`src/hdl/es2c_pkg.sv`:
```
package es2c_pkg;

  // Widths of the shared compare and subtract unit and of the input word.
  localparam int unsigned EpochW = 32;
  localparam int unsigned AluW   = 16;

  // Divisors, used to form each remainder from its quotient.
  localparam logic [5:0] SecsPerMin  = 6'd60;
  localparam logic [5:0] HoursPerDay = 6'd24;
  localparam logic [5:0] DaysPerWeek = 6'd7;

  // Rounded-up reciprocals. The product shifted right by the matching amount is the
  // exact quotient of any 32-bit value, or of a day count for Recip7.
  localparam logic [EpochW-1:0] Recip60 = 32'h8888_8889;
  localparam logic [EpochW-1:0] Recip24 = 32'hAAAA_AAAB;
  localparam logic [EpochW-1:0] Recip7  = 32'h9249_2493;
  localparam int unsigned       Shift60 = 37;
  localparam int unsigned       Shift24 = 36;
  localparam int unsigned       Shift7  = 34;

  // Weekday of the first epoch day is Thursday, so the day count is offset by four.
  localparam logic [EpochW-1:0] EpochWdayOfs = 32'd4;

  localparam logic [7:0]  YearLimit      = 8'd255;
  localparam logic [7:0]  Year2100Ofs    = 8'd130;
  localparam logic [7:0]  Year2200Ofs    = 8'd230;
  localparam logic [15:0] DaysLeapYear   = 16'd366;
  localparam logic [15:0] DaysCommonYear = 16'd365;

  localparam logic [3:0] MonthJan  = 4'd0;
  localparam logic [3:0] MonthFeb  = 4'd1;
  localparam logic [3:0] MonthDec  = 4'd11;
  localparam logic [4:0] FebLeapLen = 5'd29;

  localparam logic [4:0] HoursHalfDay = 5'd12;

  localparam logic [4:0] MonthLen [12] = '{
    5'd31, 5'd28, 5'd31, 5'd30, 5'd31, 5'd30,
    5'd31, 5'd31, 5'd30, 5'd31, 5'd30, 5'd31
  };

  typedef enum logic [2:0] {
    ST_IDLE,
    ST_SEC,
    ST_MIN,
    ST_HOUR,
    ST_WDAY,
    ST_YEAR,
    ST_MONTH,
    ST_DONE
  } es2c_state_e;

  typedef struct packed {
    logic            ge;
    logic [AluW-1:0] diff;
  } es2c_sub_t;

  // Offsets 0..255 cover 1970..2225. A year is leap when 1970 + offset is a
  // multiple of four, except the century years 2100 and 2200 in that span.
  function automatic logic is_leap(input logic [7:0] ofs);
    return (ofs[1:0] == 2'd2) && (ofs != Year2100Ofs) && (ofs != Year2200Ofs);
  endfunction

  function automatic logic [4:0] month_len(input logic [3:0] mon, input logic leap);
    logic [4:0] len;
    if (mon > MonthDec) begin
      len = MonthLen[MonthDec];
    end else if ((mon == MonthFeb) && leap) begin
      len = FebLeapLen;
    end else begin
      len = MonthLen[mon];
    end
    return len;
  endfunction

endpackage

```
`src/hdl/epoch_seconds_to_calendar_core.sv`:
```
// Channel   | Direction | Signals                          | Word accepted when
// ----------+-----------+----------------------------------+--------------------------
// input     | in        | start, busy, epoch_seconds_i     | start high, busy low
// result    | out       | done_o, eight field ports        | done_o high (one cycle)
// config    | in        | cfg_valid_i, cfg_ready_o,        | cfg_valid_i and cfg_ready_o
//           |           | cfg_twelve_hour_mode_i           |
//
// One word passes through reciprocal division of the seconds, minutes, hours and
// days, then one compare per year and per month, subtracting while a whole one
// fits in the day count, and a result state. The year and month loops share the
// single 16-bit compare and subtract unit.
// busy stays high from the accepting edge until the result cycle is over.
// Reset clears the sequencer and the twelve-hour mode bit; the result strobe
// is a single cycle, and the receiver has no way to hold it off.
module epoch_seconds_to_calendar_core
  import es2c_pkg::*;
(
  input  logic              clk_i,
  input  logic              rst_ni,

  input  logic              start,
  output logic              busy,
  input  logic [EpochW-1:0] epoch_seconds_i,

  input  logic              cfg_valid_i,
  output logic              cfg_ready_o,
  input  logic              cfg_twelve_hour_mode_i,

  output logic              done_o,
  output logic [5:0]        second_of_minute_o,
  output logic [5:0]        minute_of_hour_o,
  output logic [4:0]        hour_value_o,
  output logic              pm_flag_o,
  output logic [2:0]        day_of_week_o,
  output logic [7:0]        years_since_1970_o,
  output logic [3:0]        month_number_o,
  output logic [4:0]        day_of_month_o
);

  es2c_state_e state_q, state_d;

  logic              mode_q;
  logic [EpochW-1:0] quo_q, quo_d;      // dividend in, quotient out
  logic [EpochW-1:0] prv_q, prv_d;      // dividend of the previous division pass
  logic [15:0]       rem_q, rem_d;      // days left over in year and month passes
  logic [5:0]        sec_q, sec_d;
  logic [5:0]        min_q, min_d;
  logic [4:0]        hour_q, hour_d;
  logic [2:0]        wday_q, wday_d;
  logic [7:0]        year_q, year_d;
  logic [3:0]        mon_q, mon_d;

  logic [AluW-1:0]   alu_a, alu_b;
  es2c_sub_t         alu_res;

  logic [EpochW-1:0] mul_a, mul_b;
  logic [63:0]       mul_prod;
  logic [63:0]       mul_shr;
  logic [EpochW-1:0] quo_next;
  logic [5:0]        divisor;
  logic [11:0]       rmd_prod;
  logic [5:0]        div_rmd;
  logic              year_leap;
  logic              hour_pm;
  logic [4:0]        hour_mod;

  // Always ready; users write the configuration register only while idle, unenforced.
  assign cfg_ready_o = 1'b1;

  always_ff @(posedge clk_i or negedge rst_ni) begin
    if (!rst_ni) begin
      mode_q <= 1'b0;
    end else if (cfg_valid_i) begin
      mode_q <= cfg_twelve_hour_mode_i;
    end
  end

  // Shared arithmetic for the year and month subtractions.
  es2c_sub u_sub (
    .a_i   (alu_a),
    .b_i   (alu_b),
    .res_o (alu_res)
  );

  assign year_leap = is_leap(year_q);

  always_comb begin
    alu_a = rem_q;
    unique case (state_q)
      ST_MONTH: alu_b = {11'd0, month_len(mon_q, year_leap)};
      default:  alu_b = year_leap ? DaysLeapYear : DaysCommonYear;
    endcase
  end

  // One multiplier divides by a constant through its reciprocal. The day count
  // is offset to Thursday before it is divided by seven.
  always_comb begin
    unique case (state_q)
      ST_HOUR: begin
        mul_a = quo_q;
        mul_b = Recip24;
      end
      ST_WDAY: begin
        mul_a = quo_q + EpochWdayOfs;
        mul_b = Recip7;
      end
      default: begin
        mul_a = quo_q;
        mul_b = Recip60;
      end
    endcase
  end

  assign mul_prod = {{EpochW{1'b0}}, mul_a} * {{EpochW{1'b0}}, mul_b};

  always_comb begin
    unique case (state_q)
      ST_HOUR: mul_shr = mul_prod >> Shift24;
      ST_WDAY: mul_shr = mul_prod >> Shift7;
      default: mul_shr = mul_prod >> Shift60;
    endcase
  end

  assign quo_next = mul_shr[EpochW-1:0];

  // The remainder of a pass is formed in the next cycle from its dividend and
  // quotient. It is below 64, so six bits of the difference are enough.
  always_comb begin
    unique case (state_q)
      ST_WDAY: divisor = HoursPerDay;
      ST_YEAR: divisor = DaysPerWeek;
      default: divisor = SecsPerMin;
    endcase
  end

  assign rmd_prod = quo_q[5:0] * divisor;
  assign div_rmd  = prv_q[5:0] - rmd_prod[5:0];

  // Sequencer next state.
  always_comb begin
    state_d = state_q;
    unique case (state_q)
      ST_IDLE: begin
        if (start) state_d = ST_SEC;
      end
      ST_SEC: begin
        state_d = ST_MIN;
      end
      ST_MIN: begin
        state_d = ST_HOUR;
      end
      ST_HOUR: begin
        state_d = ST_WDAY;
      end
      ST_WDAY: begin
        state_d = ST_YEAR;
      end
      ST_YEAR: begin
        if (!alu_res.ge || (year_q == YearLimit)) state_d = ST_MONTH;
      end
      ST_MONTH: begin
        if (!alu_res.ge || (mon_q == MonthDec)) state_d = ST_DONE;
      end
      ST_DONE: begin
        state_d = ST_IDLE;
      end
      default: state_d = ST_IDLE;
    endcase
  end

  // Handshake outputs of the sequencer.
  always_comb begin
    busy   = (state_q != ST_IDLE);
    done_o = (state_q == ST_DONE);
  end

  // Datapath register updates.
  always_comb begin
    quo_d  = quo_q;
    prv_d  = prv_q;
    rem_d  = rem_q;
    sec_d  = sec_q;
    min_d  = min_q;
    hour_d = hour_q;
    wday_d = wday_q;
    year_d = year_q;
    mon_d  = mon_q;
    unique case (state_q)
      ST_IDLE: begin
        if (start) begin
          quo_d = epoch_seconds_i;
        end
      end
      ST_SEC: begin
        quo_d = quo_next;
        prv_d = quo_q;
      end
      ST_MIN: begin
        sec_d = div_rmd;
        quo_d = quo_next;
        prv_d = quo_q;
      end
      ST_HOUR: begin
        min_d = div_rmd;
        quo_d = quo_next;
        prv_d = quo_q;
      end
      ST_WDAY: begin
        // The quotient is the whole day count; keep it for the year pass too.
        hour_d = div_rmd[4:0];
        rem_d  = quo_q[15:0];
        quo_d  = quo_next;
        prv_d  = mul_a;
        year_d = 8'd0;
      end
      ST_YEAR: begin
        wday_d = div_rmd[2:0];
        if (alu_res.ge && (year_q != YearLimit)) begin
          rem_d  = alu_res.diff;
          year_d = year_q + 8'd1;
        end else begin
          mon_d = MonthJan;
        end
      end
      ST_MONTH: begin
        if (alu_res.ge && (mon_q != MonthDec)) begin
          rem_d = alu_res.diff;
          mon_d = mon_q + 4'd1;
        end
      end
      ST_DONE: begin
      end
      default: begin
      end
    endcase
  end

  always_ff @(posedge clk_i or negedge rst_ni) begin
    if (!rst_ni) begin
      state_q <= ST_IDLE;
    end else begin
      state_q <= state_d;
    end
  end

  always_ff @(posedge clk_i) begin
    quo_q  <= quo_d;
    prv_q  <= prv_d;
    rem_q  <= rem_d;
    sec_q  <= sec_d;
    min_q  <= min_d;
    hour_q <= hour_d;
    wday_q <= wday_d;
    year_q <= year_d;
    mon_q  <= mon_d;
  end

  // Twelve-hour form: midnight reads 12 AM and noon reads 12 PM.
  always_comb begin
    hour_pm  = (hour_q >= HoursHalfDay);
    hour_mod = hour_pm ? (hour_q - HoursHalfDay) : hour_q;
    if (hour_mod == 5'd0) begin
      hour_mod = HoursHalfDay;
    end
  end

  assign second_of_minute_o = sec_q;
  assign minute_of_hour_o   = min_q;
  assign hour_value_o       = mode_q ? hour_mod : hour_q;
  assign pm_flag_o          = mode_q & hour_pm;
  assign day_of_week_o      = wday_q;
  assign years_since_1970_o = year_q;
  assign month_number_o     = mon_q + 4'd1;
  assign day_of_month_o     = rem_q[4:0] + 5'd1;

endmodule

```
`src/hdl/es2c_sub.sv`:
```
module es2c_sub
  import es2c_pkg::*;
(
  input  logic [AluW-1:0] a_i,
  input  logic [AluW-1:0] b_i,
  output es2c_sub_t       res_o
);

  logic [AluW:0] diff_ext;

  // One subtractor serves both the compare (borrow out) and the difference.
  assign diff_ext   = {1'b0, a_i} - {1'b0, b_i};
  assign res_o.ge   = ~diff_ext[AluW];
  assign res_o.diff = diff_ext[AluW-1:0];

endmodule

```
`config.mk`:
```
export PLATFORM = sky130hd
export DESIGN_NAME = epoch_seconds_to_calendar_core
export DESIGN_NICKNAME = d
export VERILOG_FILES = /design/src/hdl/es2c_pkg.sv /design/src/hdl/epoch_seconds_to_calendar_core.sv /design/src/hdl/es2c_sub.sv
export SDC_FILE = /design/constraint.sdc
export NUM_CORES = 2
export LEC_CHECK = 0
export ABC_AREA = 1
export BUFFER_PORTS_ARGS = -buffer_cell sky130_fd_sc_hd__buf_2
export CORE_MARGIN = 2
export CORE_UTILIZATION = 40
export CTS_BUF_LIST = sky130_fd_sc_hd__clkbuf_2 sky130_fd_sc_hd__clkbuf_4 sky130_fd_sc_hd__clkbuf_8
export CTS_CLUSTER_DIAMETER = 60
export DETAILED_ROUTE_END_ITERATION = 16
export GPL_TIMING_DRIVEN = 1
export PLACE_DENSITY = 0.61
export SLEW_MARGIN = 20
export SYNTH_ARGS = -nofsm -noshare
export SYNTH_HDL_FRONTEND = slang
export SYNTH_SLANG_ARGS = --single-unit
export TNS_END_PERCENT = 100
```
`constraint.sdc`:
```
create_clock -name clk_i -period 11.3 [get_ports clk_i]
set_input_delay 1.13 -clock clk_i [delete_from_list [all_inputs] [get_ports clk_i]]
set_output_delay 1.13 -clock clk_i [all_outputs]
set_load 0.05 [all_outputs]
```
Word-level counts from Yosys, hierarchy flattened
Memories as Yosys holds them, arrays and structs flattened.
Cells that the tools add are included.

cells by class
  add/sub/neg operators = 7
  multipliers = 2
  $lt $le $gt $ge = 3
  eq/ne operators = 21
  multiplexer cells = 28
  bitwise gates (word level) = 3
  reductions and logical operators = 22

operator list
  operator                 count
  $pmux W30 S2             2
  $mul A32 B32 Y64         1
  $mux W32                 2
  $pmux W32 S2             1
  $pmux W16 S3             1
  $mux W5                  7
  $add A32 B3 Y32 const B  1
  $mux W16                 2
  $ne A8 B8 Y1 const B     3
  $pmux W3 S8              1
  $pmux W6 S2              2
  $sub A16 B9 Y17          1
  $pmux W8 S2              1
  $eq A3 B3 Y1 const B     4
  $ne A2 B2 Y1 const B     6
  $mux W3                  3
  $mux W9                  1
  $reduce_and A3 Y1        3
  $add A8 B1 Y8 const B    1
  $eq A8 B8 Y1 const B     1
  $mux W4                  2
  $mux W8                  1
  $pmux W4 S2              1
  $reduce_bool A2 Y1       4
  other kinds (26)         34

storage, ports and cells
  register bits after elaboration = 90
  ROM bits = 80
  input bits = 37
  output and inout bits = 41
  logic and storage cells = 98
  memories kept = 1

memory list
  name             words  bits a word  read ports  clocked after memory_dff  write ports  line            RTL
  (no name shown)  16     5            1           0                         0            es2c_pkg.sv:71  len = MonthLen[mon];

Longest topological paths before layout
  depth in word-level cells = 12
  depth in mapped cells = 46
  mapped depth without buffers = 46

Modules after synthesis
Synthesis repeated with hierarchy kept, for this count alone.

second synthesis, totals
  cells, all modules = 3,734
  area total of the unflattened synthesis = 30,561.8 µm²

by module, submodules not included
  module                          instances  cells each  area an instance (µm²)  seq. area each (µm²)
  epoch_seconds_to_calendar_core  1          3,528       29,523.3                2,682.6
  es2c_sub                        1          206         1,038.5                 0.0

Worst setup path after synthesis
No wires, ideal clock.

  path type = register -> register
  from = register state_q[0]
  to = register quo_q[18], data pin
  library setup time = 255 ps
  arrival = 7,332 ps
  data required time = 11,045 ps
  setup slack = 3,714 ps
  stages on the path, launching flop included = 34
  path buffers = 4
  clock period less this slack = 7,586 ps
  path through = dfrtp_1 > inv_2 > nand2_2 > nor2_8 > buf_2 > buf_2 > buf_2 > buf_1 > ha_1 > nor2_1 > ha_1 > inv_1 > fa_1 > fa_1 > inv_1 > fa_1 > fa_1 > fa_1 > fa_1 > fa_1 > ha_1 > nand2_1 > nor2_1 > inv_1 > nor2_1 > inv_1 > nor4_1 > nand2_1 > nand3_1 > nand2_1 > nand3_1 > nand3_1 > nor2_1 > nor2_1

on the way
  word-level cells in the longest chain between the ends = 5
  elaborated cells between the ends (all ways) = 11
  classes of those cells = mul: 1; eq/ne: 4; mux: 4; reduce/logical: 2

ends and longest elaborated chain
  item                                          line                                                                                                                RTL
  start, declared                               epoch_seconds_to_calendar_core.sv:40                                                                                es2c_state_e state_q, state_d;
  start signal, assigned                        epoch_seconds_to_calendar_core.sv:242                                                                               state_q <= state_d;
  $eq A3 B3 Y1 or $eq A3 B2 Y1 (tied branches)  epoch_seconds_to_calendar_core.sv:98, epoch_seconds_to_calendar_core.sv:117, epoch_seconds_to_calendar_core.sv:188
  $pmux W30 S2 or $mux W32 (tied branches)      epoch_seconds_to_calendar_core.sv:98                                                                                unique case (state_q)
  $mul A32 B32 Y64                              epoch_seconds_to_calendar_core.sv:114                                                                               assign mul_prod = {{EpochW{1'b0}}, mul_a} * {{EpochW{1'b0}}, mul_b};
  $pmux W30 S2                                  epoch_seconds_to_calendar_core.sv:117                                                                               unique case (state_q)
  $pmux W32 S2 *                                epoch_seconds_to_calendar_core.sv:188                                                                               unique case (state_q)
  net quo_d[18]                                 epoch_seconds_to_calendar_core.sv:43                                                                                logic [EpochW-1:0] quo_q, quo_d;
  end signal, assigned                          epoch_seconds_to_calendar_core.sv:247                                                                               quo_q <= quo_d;
  end, declared                                 epoch_seconds_to_calendar_core.sv:43

The timed path passes the listed nets; every way through them passes the cells marked *.
A chain may end at the register's enable or synchronous reset.

Worst setup path in the final report
  from = register state_q[2]
  to = register quo_q[22], data pin

The elaborated chain is that of the path after synthesis.

==> flow_summary_export.csv <==
group,metric,value,unit
timing,drv_slew,0,
finish,nets,4694,
timing,report.final.hold_viol_count,0,
drt,drtIter0Drc,1916,
synthesis,synth_most_common_cell,"inv_1",
global_routing,grt_usage,0.2718,
clocking,cts_max_path_buffers,2,
timing,worstMarginPinSlew,1.087,ns
setup_path,cpMaxStageDelayCell,"buf_4",
drt,vias_per_cell,5.045,
timing,timing.slew.headroom,0.2697,
synthesis,synth-seq-cells,90,
timing,post-route-min-period,9.699,ns
flow_run,drv_cap,0,
placement,place.port_buffers,76,
clocking,post_cts_buffers,0,
synthesis,synth_edf_count,86,
clocking,clkTransAtPathRegs,0.12,ns
setup_path,crit_fanout,46,
setup_path,crit_top_cell,"fa_1",
synthesis,yosysSeqAreaShare,0.09011,
synthesis,ys.warnings.count,0,
finish,final_layout_size_suffix_gt1_frac,0.04420,
setup_path,cp.arrival,9.88,ns
timing,clock_skew,0.02114,ns
timing,fmax,103.1,MHz
setup_path,required,11.48,ns
setup_path,path_delay_family,"adder cells",
drt,vias,23620,
synthesis,synth_ff_type,"edfxtp_1",
clocking,cts_tree,"built",
worst_hold_path,worst_hold_path_type,"input pin to asynchronous set/reset pin",
synthesis,netlist_area,29770,um2
global_routing,antenna_found_initial,3,
finish,fin_util,0.4284,
die,die_w,276.8,um
global_routing,grt_pass1_vias,24320,
timing,rsz0062_at_grt,"false",
synthesis,synth_area_leader_cell,"fa_1",
finish,multi_input_area,23220,um2
global_routing,overflow,0,
clocking,ctsHoldBuffers,0,
setup_path,path_buf_inv,6,
setup_path,startpoint_type,"flip-flop",
synthesis,avgSynthCellArea,8.290,um2
timing,setup_tns,0,ns
finish,ff_latch_area,2683,um2
synthesis,synth_common_cells,"1030 x inv_1, 562 x fa_1, 522 x nand2_1",
die,num_rows,100,
drt,ant_nets,0,
drt,drc,0,
drt,dr.pass1.iters,5,
timing,final-setup-viol-count,0,
timing,period_share,0.8583,
finish,fillers,7601,
synthesis,synth.top_cell.area_share,0.3779,
die,die_h,276.8,um
die,start_util,0.4019,
clocking,cts-root-buf,"clkbuf_8",
clocking,cts_resized,0,
synthesis,synth.area.top_cells,"fa_1 38%, ha_1 16%, inv_1 13%, edfxtp_1 8.7%, nand2_1 6.6%",
setup_path,crit_type,"flip-flop to flip-flop",
synthesis,synthArstFlopShare,0.04444,
setup_path,critPathMaxStageDelay,0.71,ns
synthesis,synthCells,3591,
finish,area_growth_syn_to_layout,6.603,%
drt,wire_per_inst,21.86,um
global_routing,grt_pass1_wl,153400,um
clocking,cts_made_buffers,9,
global_routing,grt_max_degree,53,
die,fp.coreArea,74070,um2
die,dieArea,76620,um2
synthesis,ys_types,50,
drt,routed_wirelength,102300,um
placement,hpwl,93200,um
clocking,htree_levels,3,
clocking,clock_sinks,90,
die,ios,78,
setup_path,end_kind,"flip-flop",
run_status,status,"complete, no violations",
clocking,clk_latency,0.42,ns
placement,place_congestion,1.007,
-- state kept, by name (all words and copies together) (netlist names) --
name / flops
minute_of_hour_o: 6
day_of_week_o: 3
hour_q: 5
alu_a: 16
mon_q: 4
second_of_minute_o: 6
quo_q: 32
mode_q: 1
state_q: 3
years_since_1970_o: 8
prv_q: 6
-- worst paths after layout --
path	start	endpoint	slack [ns]	cells after the start
min in group clk_i	mode_q$_DFFE_PN0P_	mode_q$_DFFE_PN0P_	0.67	2
setup reg to reg	state_q[2]$_DFFE_PN0P_	quo_q[22]$_DFFE_PP_	1.60	30
setup / recovery	state_q[2]$_DFFE_PN0P_	quo_q[22]$_DFFE_PP_	1.60	30
hold reg to reg	mode_q$_DFFE_PN0P_	mode_q$_DFFE_PN0P_	0.67	2
max in group asynchronous	rst_ni	state_q[1]$_DFFE_PN0P_	10.65	1
hold / removal	rst_ni	mode_q$_DFFE_PN0P_	0.50	1
-- final cells by class --
cell class	count	area share
sequential	90	0.08453
multi-input combinational	2472	0.7318
timing repair buffer	91	0.01553
clock buffer	9	0.003903
inverter	1041	0.1232
tap	969	0.03820
antenna	3	0.0002366
clock inverter	7	0.002563
-- kinds of logic after synthesis --
| logic type | synth area share |
|---|---|
| flops | 0.09011 |
| fa+ha+maj | 0.5418 |
| simple gates | 0.1564 |
| xor+xnor | 0.02139 |
| compound gates | 0.05363 |
| buf+inv | 0.1364 |
| other cells | 0.0002523 |
-- per-layer routing --
metal	share of wire	global-route usage	vias up
met2	0.46	0.4358	884
met5	0	0	-
li1	-	-	10970
met3	0.058	0.02632	165
met4	0.046	0.1023	0
met1	0.44	0.3817	11600
-- per-stage QoR --
step	instance area (um2)	instances	setup slack (ns)	hold WS, ns
5_1_grt	31740	4682	1.288	0.4817
6_report	31740	4682	1.601	0.5034
2_1_floorplan	29950	3639	3.714	0.4967
3_3_place_gp	31520	4663	1.828	0.6484
3_5_place_dp	31520	4663	1.821	0.6459
4_1_cts	31730	4679	1.762	0.4817
-- placed cells by master (no fill, tap or decap), types with 13 or more instances in the layout --
master and count:
buf_4 15, o21ai_0 99, a21oi_1 133, o21bai_1 16
nand2_1 521, nor2_1 343, fa_1 562, ha_1 390
xnor2_1 16, nand4_1 15, xor2_1 53, edfxtp_1 86
nand3b_1 13, inv_1 1030, conb_1 50, buf_2 76
nor3_1 36, nand3_1 123
Power is left out: the tool's default activity adds up to more than one toggle a clock period on the data nets, which glitch-free logic cannot reach.
